[src/design/periodic_tick_scheduler_macros.svh]
`ifndef PERIODIC_TICK_SCHEDULER_MACROS_SVH
`define PERIODIC_TICK_SCHEDULER_MACROS_SVH

// same-cycle implication, sampled on clk, off during reset
`define PTK_ASSERT_NOW(name, ante, cons) \
    name: assert property (@(posedge clk) disable iff (!rst_n) (ante) |-> (cons)) \
        else $error("periodic tick scheduler check failed");

// next-cycle implication, sampled on clk, off during reset
`define PTK_ASSERT_NEXT(name, ante, cons) \
    name: assert property (@(posedge clk) disable iff (!rst_n) (ante) |=> (cons)) \
        else $error("periodic tick scheduler check failed");

`endif

[src/design/ptk_pkg.sv]
package ptk_pkg;

    localparam int TIME_BITS = 64;
    localparam int DUR_BITS  = 32;

    localparam logic [63:0] TIME_MAX = 64'hFFFF_FFFF_FFFF_FFFF >> (64 - TIME_BITS);
    localparam logic [63:0] DUR_MAX  = 64'hFFFF_FFFF_FFFF_FFFF >> (64 - DUR_BITS);

    localparam logic [2:0] ACT_ADVANCE  = 3'd0;
    localparam logic [2:0] ACT_START    = 3'd1;
    localparam logic [2:0] ACT_STOP     = 3'd2;
    localparam logic [2:0] ACT_ENABLE   = 3'd3;
    localparam logic [2:0] ACT_INTERVAL = 3'd4;

    localparam logic [1:0] ST_OK          = 2'd0;
    localparam logic [1:0] ST_NOT_RUNNING = 2'd1;
    localparam logic [1:0] ST_BACKWARDS   = 2'd2;
    localparam logic [1:0] ST_CANNOT_TICK = 2'd3;

    localparam logic [1:0] REG_CAN_EVER_TICK    = 2'd0;
    localparam logic [1:0] REG_START_ENABLED    = 2'd1;
    localparam logic [1:0] REG_INITIAL_INTERVAL = 2'd2;

    typedef struct packed {
        logic [2:0]  action;
        logic [63:0] now_ms;
        logic        enable_request;
        logic [31:0] new_interval;
    } in_item_t;

    typedef struct packed {
        logic [1:0]  status;
        logic        tick;
        logic [63:0] tick_time;
        logic [31:0] tick_delta;
        logic        enabled_now;
        logic [31:0] interval_now;
    } out_item_t;

endpackage

[src/design/periodic_tick_scheduler.sv]
// path: an accepted item goes through the input register, then the decision logic,
// then the result register
// throughput: one item per cycle while the output is not stalled; the 64-bit compares
// and the saturating due-time add between the two registers set the cycle time
// reset: running and restart clear, times clear, enabled and interval reload
// from the register reset values (enabled 1, interval 0)
`include "periodic_tick_scheduler_macros.svh"

module periodic_tick_scheduler (
    input  logic                clk,
    input  logic                rst_n,
    input  logic                in_valid,
    output logic                in_stall,
    input  ptk_pkg::in_item_t   in_item,
    output logic                out_valid,
    input  logic                out_stall,
    output ptk_pkg::out_item_t  out_item,
    input  logic                psel,
    input  logic                penable,
    input  logic                pwrite,
    input  logic [3:0]          paddr,
    input  logic [31:0]         pwdata,
    output logic [31:0]         prdata,
    output logic                pready
);

    localparam int TB = ptk_pkg::TIME_BITS;
    localparam int DB = ptk_pkg::DUR_BITS;
    localparam int SW = 65;

    // configuration registers
    logic        can_tick_reg, can_tick_next;
    logic        start_en_reg, start_en_next;
    logic [31:0] init_iv_reg, init_iv_next;

    // scheduler state
    logic          running_reg, running_next;
    logic          enabled_reg, enabled_next;
    logic          restart_reg, restart_next;
    logic [DB-1:0] interval_reg, interval_next;
    logic [TB-1:0] last_seen_reg, last_seen_next;
    logic [TB-1:0] prev_tick_reg, prev_tick_next;
    logic [TB-1:0] next_due_reg, next_due_next;

    // pipeline registers
    logic               s_vld_reg, s_vld_next;
    ptk_pkg::in_item_t  s_item_reg, s_item_next;
    logic               out_vld_reg, out_vld_next;
    ptk_pkg::out_item_t out_reg, out_next;

    logic          advance;
    logic          fire;
    logic          in_take;
    logic          cfg_wr;
    logic [1:0]    cfg_idx;
    logic [TB-1:0] now;
    logic [DB-1:0] new_iv;
    logic [SW-1:0] due_sum;
    logic [TB-1:0] due_time;
    logic [TB-1:0] diff;
    logic [DB-1:0] delta;
    logic          period_hit;

    assign pready  = 1'b1;
    assign cfg_wr  = psel && penable && pwrite;
    assign cfg_idx = paddr[3:2];

    always_comb
    begin
        case (cfg_idx)
            ptk_pkg::REG_CAN_EVER_TICK:    prdata = {31'd0, can_tick_reg};
            ptk_pkg::REG_START_ENABLED:    prdata = {31'd0, start_en_reg};
            ptk_pkg::REG_INITIAL_INTERVAL: prdata = init_iv_reg;
            default:                       prdata = 32'd0;
        endcase
    end

    assign advance   = !out_vld_reg || !out_stall;
    assign fire      = s_vld_reg && advance;
    assign in_stall  = s_vld_reg && !advance;
    assign in_take   = in_valid && !in_stall;
    assign out_valid = out_vld_reg;
    assign out_item  = out_reg;

    assign now    = TB'(s_item_reg.now_ms);
    assign new_iv = DB'(s_item_reg.new_interval);

    // saturating due time and delta
    assign due_sum  = SW'(now) + SW'(interval_reg);
    assign due_time = (due_sum > SW'(ptk_pkg::TIME_MAX)) ? TB'(ptk_pkg::TIME_MAX)
                                                         : TB'(due_sum);
    assign diff     = now - prev_tick_reg;
    assign delta    = (SW'(diff) > SW'(ptk_pkg::DUR_MAX)) ? '1 : DB'(diff);

    assign period_hit = (interval_reg == '0)
                     || ((now >= next_due_reg) && (now != prev_tick_reg));

    always_comb
    begin
        s_vld_next  = s_vld_reg;
        s_item_next = s_item_reg;
        if (in_take)
        begin
            s_vld_next  = 1'b1;
            s_item_next = in_item;
        end
        else if (fire)
        begin
            s_vld_next = 1'b0;
        end
    end

    always_comb
    begin
        can_tick_next  = can_tick_reg;
        start_en_next  = start_en_reg;
        init_iv_next   = init_iv_reg;
        running_next   = running_reg;
        enabled_next   = enabled_reg;
        restart_next   = restart_reg;
        interval_next  = interval_reg;
        last_seen_next = last_seen_reg;
        prev_tick_next = prev_tick_reg;
        next_due_next  = next_due_reg;
        out_vld_next   = out_vld_reg;
        out_next       = out_reg;

        if (out_vld_reg && !out_stall)
        begin
            out_vld_next = 1'b0;
        end

        if (fire)
        begin
            out_vld_next          = 1'b1;
            out_next.status       = ptk_pkg::ST_OK;
            out_next.tick         = 1'b0;
            out_next.tick_time    = 64'd0;
            out_next.tick_delta   = 32'd0;

            case (s_item_reg.action)
                ptk_pkg::ACT_ADVANCE:
                begin
                    if (!running_reg)
                    begin
                        out_next.status = ptk_pkg::ST_NOT_RUNNING;
                    end
                    else if (now < last_seen_reg)
                    begin
                        out_next.status = ptk_pkg::ST_BACKWARDS;
                    end
                    else
                    begin
                        last_seen_next = now;
                        if (enabled_reg && (restart_reg || period_hit))
                        begin
                            restart_next       = 1'b0;
                            prev_tick_next     = now;
                            next_due_next      = due_time;
                            out_next.tick      = 1'b1;
                            out_next.tick_time = 64'(now);
                            // first tick after a restart reports no delta
                            out_next.tick_delta = restart_reg ? 32'd0 : 32'(delta);
                        end
                    end
                end
                ptk_pkg::ACT_START:
                begin
                    last_seen_next = now;
                    prev_tick_next = now;
                    next_due_next  = now;
                    running_next   = 1'b1;
                    restart_next   = 1'b1;
                end
                ptk_pkg::ACT_STOP:
                begin
                    running_next = 1'b0;
                end
                ptk_pkg::ACT_ENABLE:
                begin
                    if (s_item_reg.enable_request && !can_tick_reg)
                    begin
                        out_next.status = ptk_pkg::ST_CANNOT_TICK;
                    end
                    else if (enabled_reg != s_item_reg.enable_request)
                    begin
                        enabled_next = s_item_reg.enable_request;
                        restart_next = 1'b1;
                    end
                end
                ptk_pkg::ACT_INTERVAL:
                begin
                    interval_next = new_iv;
                    restart_next  = 1'b1;
                end
                default:
                begin
                end
            endcase

            out_next.enabled_now  = enabled_next;
            out_next.interval_now = 32'(interval_next);
        end

        // a write to a mapped register reloads enable and interval from the new settings
        if (cfg_wr)
        begin
            case (cfg_idx)
                ptk_pkg::REG_CAN_EVER_TICK:
                begin
                    can_tick_next = pwdata[0];
                    enabled_next  = pwdata[0] && start_en_reg;
                    interval_next = DB'(init_iv_reg);
                end
                ptk_pkg::REG_START_ENABLED:
                begin
                    start_en_next = pwdata[0];
                    enabled_next  = can_tick_reg && pwdata[0];
                    interval_next = DB'(init_iv_reg);
                end
                ptk_pkg::REG_INITIAL_INTERVAL:
                begin
                    init_iv_next  = pwdata;
                    enabled_next  = can_tick_reg && start_en_reg;
                    interval_next = DB'(pwdata);
                end
                default:
                begin
                end
            endcase
        end
    end

    always_ff @(posedge clk or negedge rst_n)
    begin
        if (!rst_n)
        begin
            can_tick_reg  <= 1'b1;
            start_en_reg  <= 1'b1;
            init_iv_reg   <= 32'd0;
            running_reg   <= 1'b0;
            enabled_reg   <= 1'b1;
            restart_reg   <= 1'b0;
            interval_reg  <= '0;
            last_seen_reg <= '0;
            prev_tick_reg <= '0;
            next_due_reg  <= '0;
            s_vld_reg     <= 1'b0;
            out_vld_reg   <= 1'b0;
        end
        else
        begin
            can_tick_reg  <= can_tick_next;
            start_en_reg  <= start_en_next;
            init_iv_reg   <= init_iv_next;
            running_reg   <= running_next;
            enabled_reg   <= enabled_next;
            restart_reg   <= restart_next;
            interval_reg  <= interval_next;
            last_seen_reg <= last_seen_next;
            prev_tick_reg <= prev_tick_next;
            next_due_reg  <= next_due_next;
            s_vld_reg     <= s_vld_next;
            out_vld_reg   <= out_vld_next;
        end
    end

    always_ff @(posedge clk)
    begin
        s_item_reg <= s_item_next;
        out_reg    <= out_next;
    end

    `PTK_ASSERT_NOW(a_tick_is_clean, out_vld_reg && out_reg.tick, (out_reg.status == ptk_pkg::ST_OK) && out_reg.enabled_now)
    `PTK_ASSERT_NOW(a_idle_fields_zero, out_vld_reg && !out_reg.tick, (out_reg.tick_time == 64'd0) && (out_reg.tick_delta == 32'd0))
    `PTK_ASSERT_NEXT(a_start_arms, fire && (s_item_reg.action == ptk_pkg::ACT_START), running_reg && restart_reg && out_vld_reg)
    `PTK_ASSERT_NEXT(a_refuse_stopped, fire && !running_reg && (s_item_reg.action == ptk_pkg::ACT_ADVANCE), out_vld_reg && (out_reg.status == ptk_pkg::ST_NOT_RUNNING) && !out_reg.tick)

endmodule

[config.mk]
export PLATFORM = sky130hd
export DESIGN_NAME = periodic_tick_scheduler
export DESIGN_NICKNAME = d
export VERILOG_FILES = /design/src/design/ptk_pkg.sv /design/src/design/periodic_tick_scheduler.sv
export VERILOG_INCLUDE_DIRS = /design/src /design/src/design
export SDC_FILE = /design/constraint.sdc
export NUM_CORES = 1
export LEC_CHECK = 0
export BUFFER_PORTS_ARGS = -buffer_cell sky130_fd_sc_hd__buf_2
export CAP_MARGIN = 25
export CORE_UTILIZATION = 45
export CTS_CLUSTER_DIAMETER = 50
export DETAILED_ROUTE_END_ITERATION = 6
export HOLD_SLACK_MARGIN = 0.06
export PLACE_DENSITY = 0.68
export SLEW_MARGIN = 40
export SYNTH_ARGS = -nofsm -noshare
export SYNTH_HDL_FRONTEND = slang
export SYNTH_SLANG_ARGS = --single-unit
[constraint.sdc]
create_clock -name clk -period 5.28 [get_ports clk]
set_clock_uncertainty 0.1 [all_clocks]
set_input_delay 1.584 -clock clk [delete_from_list [all_inputs] [get_ports clk]]
set_output_delay 1.584 -clock clk [all_outputs]
set_load 0.02 [all_outputs]
* After elaboration in Yosys (flattened, before gate mapping) *
Index checks and enable logic that the tools add are counted.

cells by class
  multipliers = 0
  add/sub/neg operators = 2
  order comparisons = 4
  multiplexer cells = 41
  reduce and logical (&&, ||, !) cells = 40
  equality and inequality tests = 13
  div/mod/pow operators = 0
  bitwise logic cells = 3
  shift operators = 0

operator list
  operator              number
  $mux 64               9
  $pmux 64 s2           3
  $mux 32               5
  $mux 97               1
  $pmux 32 s3           1
  $add 64x32->65        1
  $gt 65x64->1 const B  1
  $ge 64x64->1          1
  $gt 64x32->1 const B  1
  $lt 64x64->1          1
  $ne 64x64->1          1
  $pmux 32 s2           1
  $sub 64x64->64        1
  $logic_not 32->1      1
  $mux 1                14
  $logic_and 1x1->1     12
  $ne 2x2->1 const B    5
  $reduce_and 2->1      4
  $reduce_bool 2->1     4
  $reduce_and 7->1      1
  $eq 3x2->1 const B    2
  $mux 2                3
  $pmux 1 s3            2
  $logic_not 1->1       5
  18 further kinds      23

word-level totals
  bits in writable memories = 0
  flip-flop bits (word level) = 495
  ROM bits = 0
  output and inout bits = 167
  bits of input ports = 143
  memories kept = 0
  bits in latches = 0

* Logic depth before layout (Yosys ltp) *
  word-level depth = 9
  mapped depth = 15
  mapped depth without buffers = 13

* Worst setup path before layout *
OpenSTA, ideal clock, no wires.

  path type = in2reg
  start point = input port out_stall
  end point = register interval_reg[25]
  data arrival time = 6.350 ns
  stages on the path = 6
  buffers on the path = 1
  path slack = -1.315 ns
  cells stage by stage = nand2_1 nand2_1 inv_2 buf_1 mux2i_1 mux2i_1

between the ends
  cells in the longest elaborated chain, start to end = 6

ends and longest elaborated chain
  what                    line                            RTL
  start: declaration      periodic_tick_scheduler.sv:16   input logic out_stall,
  $logic_not 1->1 *       periodic_tick_scheduler.sv:78   assign advance = !out_vld_reg || !out_stall;
  $logic_or 1x1->1 *      periodic_tick_scheduler.sv:78
  $logic_and 1x1->1 *     periodic_tick_scheduler.sv:79   assign fire = s_vld_reg && advance;
  via fire                periodic_tick_scheduler.sv:52   logic fire;
  $mux 32 *               periodic_tick_scheduler.sv:133  if (fire)
  $pmux 32 s2             periodic_tick_scheduler.sv:208  case (cfg_idx)
  $mux 32 *               periodic_tick_scheduler.sv:206  if (cfg_wr)
  via interval_next[25]   periodic_tick_scheduler.sv:40   logic [DB-1:0] interval_reg, interval_next;
  end signal: assignment  periodic_tick_scheduler.sv:259  interval_reg <= interval_next;
  end: declaration        periodic_tick_scheduler.sv:40

The timed path passes the listed nets; every way through them passes the cells marked *.
A chain may end at the register's enable or synchronous reset.

* Worst setup path after layout *
  start point = register s_item_reg (netlist bit now[0])
  end point = register next_due_reg[38]

between the ends
  cells in the longest elaborated chain, start to end = 7

ends and longest elaborated chain
  what                                               line                                                            RTL
  start: declaration                                 periodic_tick_scheduler.sv:47                                   ptk_pkg::in_item_t s_item_reg, s_item_next;
  start signal: assignment                           periodic_tick_scheduler.sv:270                                  s_item_reg <= s_item_next;
  $add 64x32->65, or another cell as far along       periodic_tick_scheduler.sv:89                                   assign due_sum = SW'(now) + SW'(interval_reg);
  $gt 65x64->1 or $logic_and 1x1->1 (tied branches)  periodic_tick_scheduler.sv:90, periodic_tick_scheduler.sv:96
  $mux 64 or $logic_or 1x1->1 (tied branches)        periodic_tick_scheduler.sv:90, periodic_tick_scheduler.sv:96
  $mux 64 or $logic_or 1x1->1 (tied branches)        periodic_tick_scheduler.sv:155                                  if (enabled_reg && (restart_reg || period_hit))
  $mux 64 or $logic_and 1x1->1 (tied branches)       periodic_tick_scheduler.sv:148, periodic_tick_scheduler.sv:155
  $mux 64 or $ne 2x2->1 (tied branches)              -
  $pmux 64 s2 or $reduce_and 5->1 (tied branches)    -
  end signal: assignment                             periodic_tick_scheduler.sv:262                                  next_due_reg <= next_due_next;
  end: declaration                                   periodic_tick_scheduler.sv:43                                   logic [TB-1:0] next_due_reg, next_due_next;

Several ways; a longest one is shown, not always the timed one. The select of a mux whose other input is x is not followed.

==> metrics.md <==
| Metric | Value |
|---|---|
| Placer Congestion | `0.9322` |
| Clk buf depth | `3` |
| Share of cells above drive strength 1 | `0.2445` |
| Setup-failing EPs final | `0` |
| Hold_ws | `0.4013 ns` |
| Antenna violation net count after detailed routing | `0` |
| Total GRT Usage | `0.2508` |
| Resize count post-CTS | `0` |
| Worst-Skew Late Latency | `0.62 ns` |
| Finished Cell Area | `35,620 sq um` |
| Yosys warns | `0` |
| I/O Pins | `310` |
| Syn nets | `approximately 3.2k` |
| Reg clk slew, reported paths | `0.06 ns` |
| Worst EP arrival | `~5.1 ns` |
| Mapped Avg Cell Area | `10.59 sq um` |
| CTS buffer count | `66` |
| Number of global-route vias before repair | `23.14k` |
| # Max-Cap Violations | `0` |
| Max Clock Freq | `212.3 MHz` |
| Worst Setup End Kind | `flip-flop` |
| Post-synthesis cell type count | `100` |
| # Post-CTS Setup Buffers | `0` |
| Via count | `23.69k` |
| Area grow syn2layout | `17.00%` |
| Fillers | `5,880` |
| # DRC | `0` |
| Fin. max-slew vios | `0` |
| Die footprint | `about 70,000 sq um` |
| Num rows | `94` |
| Sequential area share after synthesis | `0.4451` |
| Antenna violations before repair | `5` |
| Hold buffer count at CTS | `0` |
| Initial Utilization | `0.4590` |
| Synth Area in XOR/XNOR | `0.01928` |
| CTS tree | `built` |
| Cell Area, Placed | `33,350 sq um` |
| Synth Area in Simple Gates | `0.1231` |
| HPWL after detailed placement | `65,520 um` |
| Leakage | `roughly 16 nW` |
| CP required | `5.67 ns` |
| Critical path startpoint category | `flip-flop` |
| Period Utilization, post-route | `0.8919` |
| Post-Syn Instances | `around 2.9k` |
| GRT overflow | `0` |
| Total clock sinks | `495` |
| Max reg flops | `132` |
| Seq. cell area | `about 14,000 sq um` |
| Vert. Die Dim | `roughly 260 um` |
| Pwr Density | `503.3 nW/um^2` |
| Largest net degree at the start of global routing | `88` |
| Routed wire length | `86,400 um` |
| Post-synth EDFFs | `232` |
| WL/cell | `~21 um` |
| Peak VDD IR | `0.0002768 V` |
| Die W | `approximately 260 um` |
| Largest family of logic cells by synthesized area | `compound AO/OA/AOI/OAI gates` |
| Via density | `5.733` |
| RSZ-0062 raised after global routing | `no` |
| CP max FO | `9` |
| Initial drt markers | `between 1.5k and 2k` |
| Pwr Total | `17.93 mW` |
| Fin nets | `3,581` |
| Crit path kind | `reg -> reg` |
| Worst slew margin | `0.4970` |
| Port-buffer cells | `about 310` |
| Synth Area in Adders | `0.09420` |
| Asr flop ratio synth | `0.5313` |
| First-pass GRT wire length | `133,200 um` |
| Final min period | `between 4 and 5 ns` |
| Setup ws final | `0.5707 ns` |
| Setup TNS | `0 ns` |
| Compound-Gate Fraction of Synth Area | `0.1468` |
| H-tree depth | `3` |
| Final Hold Violating Endpoints | `0` |
| Root Driver | `clkbuf_16` |
| Mux share of post-synthesis cell area | `0.1211` |
| Worst hold path class | `reg -> reg` |
| Post-Syn Area | `between 30,000 and 40,000 sq um` |
| Area of the core | `around 66,000 sq um` |
| DRT Pass-1 Iters | `5` |
| Least-Margin Pin Slew | `0.7545 ns` |
| Status | `completed` |
| Multi-input gate area | `15,400 sq um` |
| Synth Flop Type | `dfrtp_1` |
| #FFs+latches synth | `around 500` |
| Pre-CTS setup slack | `approximately 0.7 ns` |
-- cell usage after synthesis, drive strengths merged (21+ instances only) --
| master | instances | area (sq um) |
|---|---|---|
| xnor2 | 43 | 376.6 |
| nor3 | 72 | 365.3 |
| a22oi | 36 | 270.3 |
| o21a | 25 | 187.7 |
| a31oi | 25 | 156.4 |
| mux2 | 202 | 2275 |
| and3 | 21 | 131.4 |
| dfrtp | 260 | 6506 |
| nor2 | 128 | 480.5 |
| a211oi | 25 | 192.7 |
| nand3 | 42 | 210.2 |
| clkbuf | 63 | 244.0 |
| o21ai | 114 | 589.3 |
| xor2 | 24 | 210.2 |
| ha | 226 | 2828 |
| o211ai | 22 | 165.2 |
| edfxtp | 232 | 6967 |
| and2 | 107 | 671.9 |
| o22ai | 27 | 168.9 |
| mux2i | 141 | 1411 |
| buf | 75 | 444.2 |
| inv | 224 | 840.8 |
| nand2 | 152 | 580.6 |
| a21o | 72 | 540.5 |
| a21oi | 200 | 1140 |
| nand4 | 82 | 540.5 |
| nor4 | 25 | 162.6 |
-- kinds of logic (layout without fill, tap and decap cells) --
| kind of cell | after synthesis | in the layout |
|---|---|---|
| compound gates | 664 | 664 |
| xor+xnor | 67 | 67 |
| fa+ha+maj | 228 | 228 |
| buf+inv | 362 | 751 |
| flops | 495 | 495 |
| mux | 343 | 343 |
| other cells | 1 | 5 |
| simple gates | 715 | 715 |
-- cell type report --
cell class                 count  share of cell area
multi-input combinational   2018              0.4324
clock inverter                38             0.01173
clock buffer                  84             0.05150
timing repair buffer         405             0.06941
inverter                     224             0.02382
antenna                        4           0.0002810
sequential                   495              0.3805
tap                          864             0.03035
-- per-layer routing --
metal / wire length [um] / share of wire / up-vias / GRT usage
met5: 35 / 0.00041 / - / 0
met4: 1873 / 0.022 / 6 / 0.07017
met3: 5763 / 0.067 / 122 / 0.05314
met2: 38450 / 0.45 / 679 / 0.3878
met1: 40280 / 0.47 / 11560 / 0.3541
li1: - / - / 11320 / -
-- report_power, final --
group | internal (mW) | switching, mW | leakage (nW)
Combinational | 3.14 | 4.53 | 9.78
Sequential | 5.08 | 0.607 | 5.39
Clock | 2.75 | 1.81 | 1.10
Total | 11.0 | 6.95 | 16.3
-- through the flow --
step / utilization / instances
after floorplan: - / 2875
after global placement: 0.5028 / 4006
after detailed placement: 0.5028 / 4006
after CTS: 0.5367 / 4128
after global routing: 0.5369 / 4129
final: 0.5370 / 4132
-- layout by cell type (no fill, tap or decap), types with 25 or more instances in the layout --
master	synthesis	layout
a21o_1	72	72
a21oi_1	165	165
a21oi_2	34	34
a22oi_1	36	36
a31oi_1	25	25
and2_1	106	105
buf_2	46	305
buf_4	6	84
clkbuf_16	0	70
dfrtp_1	260	260
edfxtp_1	232	232
ha_1	226	225
inv_1	222	222
mux2_2	202	202
mux2i_1	141	141
nand2_1	150	150
nand3_1	42	42
nand4_1	79	79
nor2_1	128	128
nor3_1	71	70
o21a_1	25	25
o21ai_0	100	100
o22ai_1	27	27
xnor2_1	43	43
-- worst max-delay path, stage by stage, from the launching register on --
cell,delay (ns)
edfxtp_1,0.53
ha_1,0.24
inv_1,0.06
fa_1,0.41
nor2b_1,0.13
o21ai_0,0.13
a211oi_1,0.41
o21ai_0,0.29
a211oi_1,0.50
o21ai_1,0.33
a21o_1,0.37
nor4_1,0.58
mux2i_1,0.19
mux2_2,0.30
-- final timing paths --
| kind | startpoint | endpoint | slack, ns | cells past startpoint |
|---|---|---|---|---|
| max reg2reg | now[0]$_DFFE_PP_ | next_due_reg[38]$_DFFE_PN0P_ | 0.57 | 13 |
| min in group asynchronous | rst_n | last_seen_reg[41]$_DFFE_PN0P_ | 0.89 | 1 |
| min | prev_tick_reg[48]$_DFFE_PN0P_ | prev_tick_reg[48]$_DFFE_PN0P_ | 0.40 | 1 |
| min reg2reg | prev_tick_reg[48]$_DFFE_PN0P_ | prev_tick_reg[48]$_DFFE_PN0P_ | 0.40 | 1 |
| max in group asynchronous | rst_n | last_seen_reg[2]$_DFFE_PN0P_ | 3.16 | 2 |
| max | now[0]$_DFFE_PP_ | next_due_reg[38]$_DFFE_PN0P_ | 0.57 | 13 |
(Power assumes the default switching activity.)
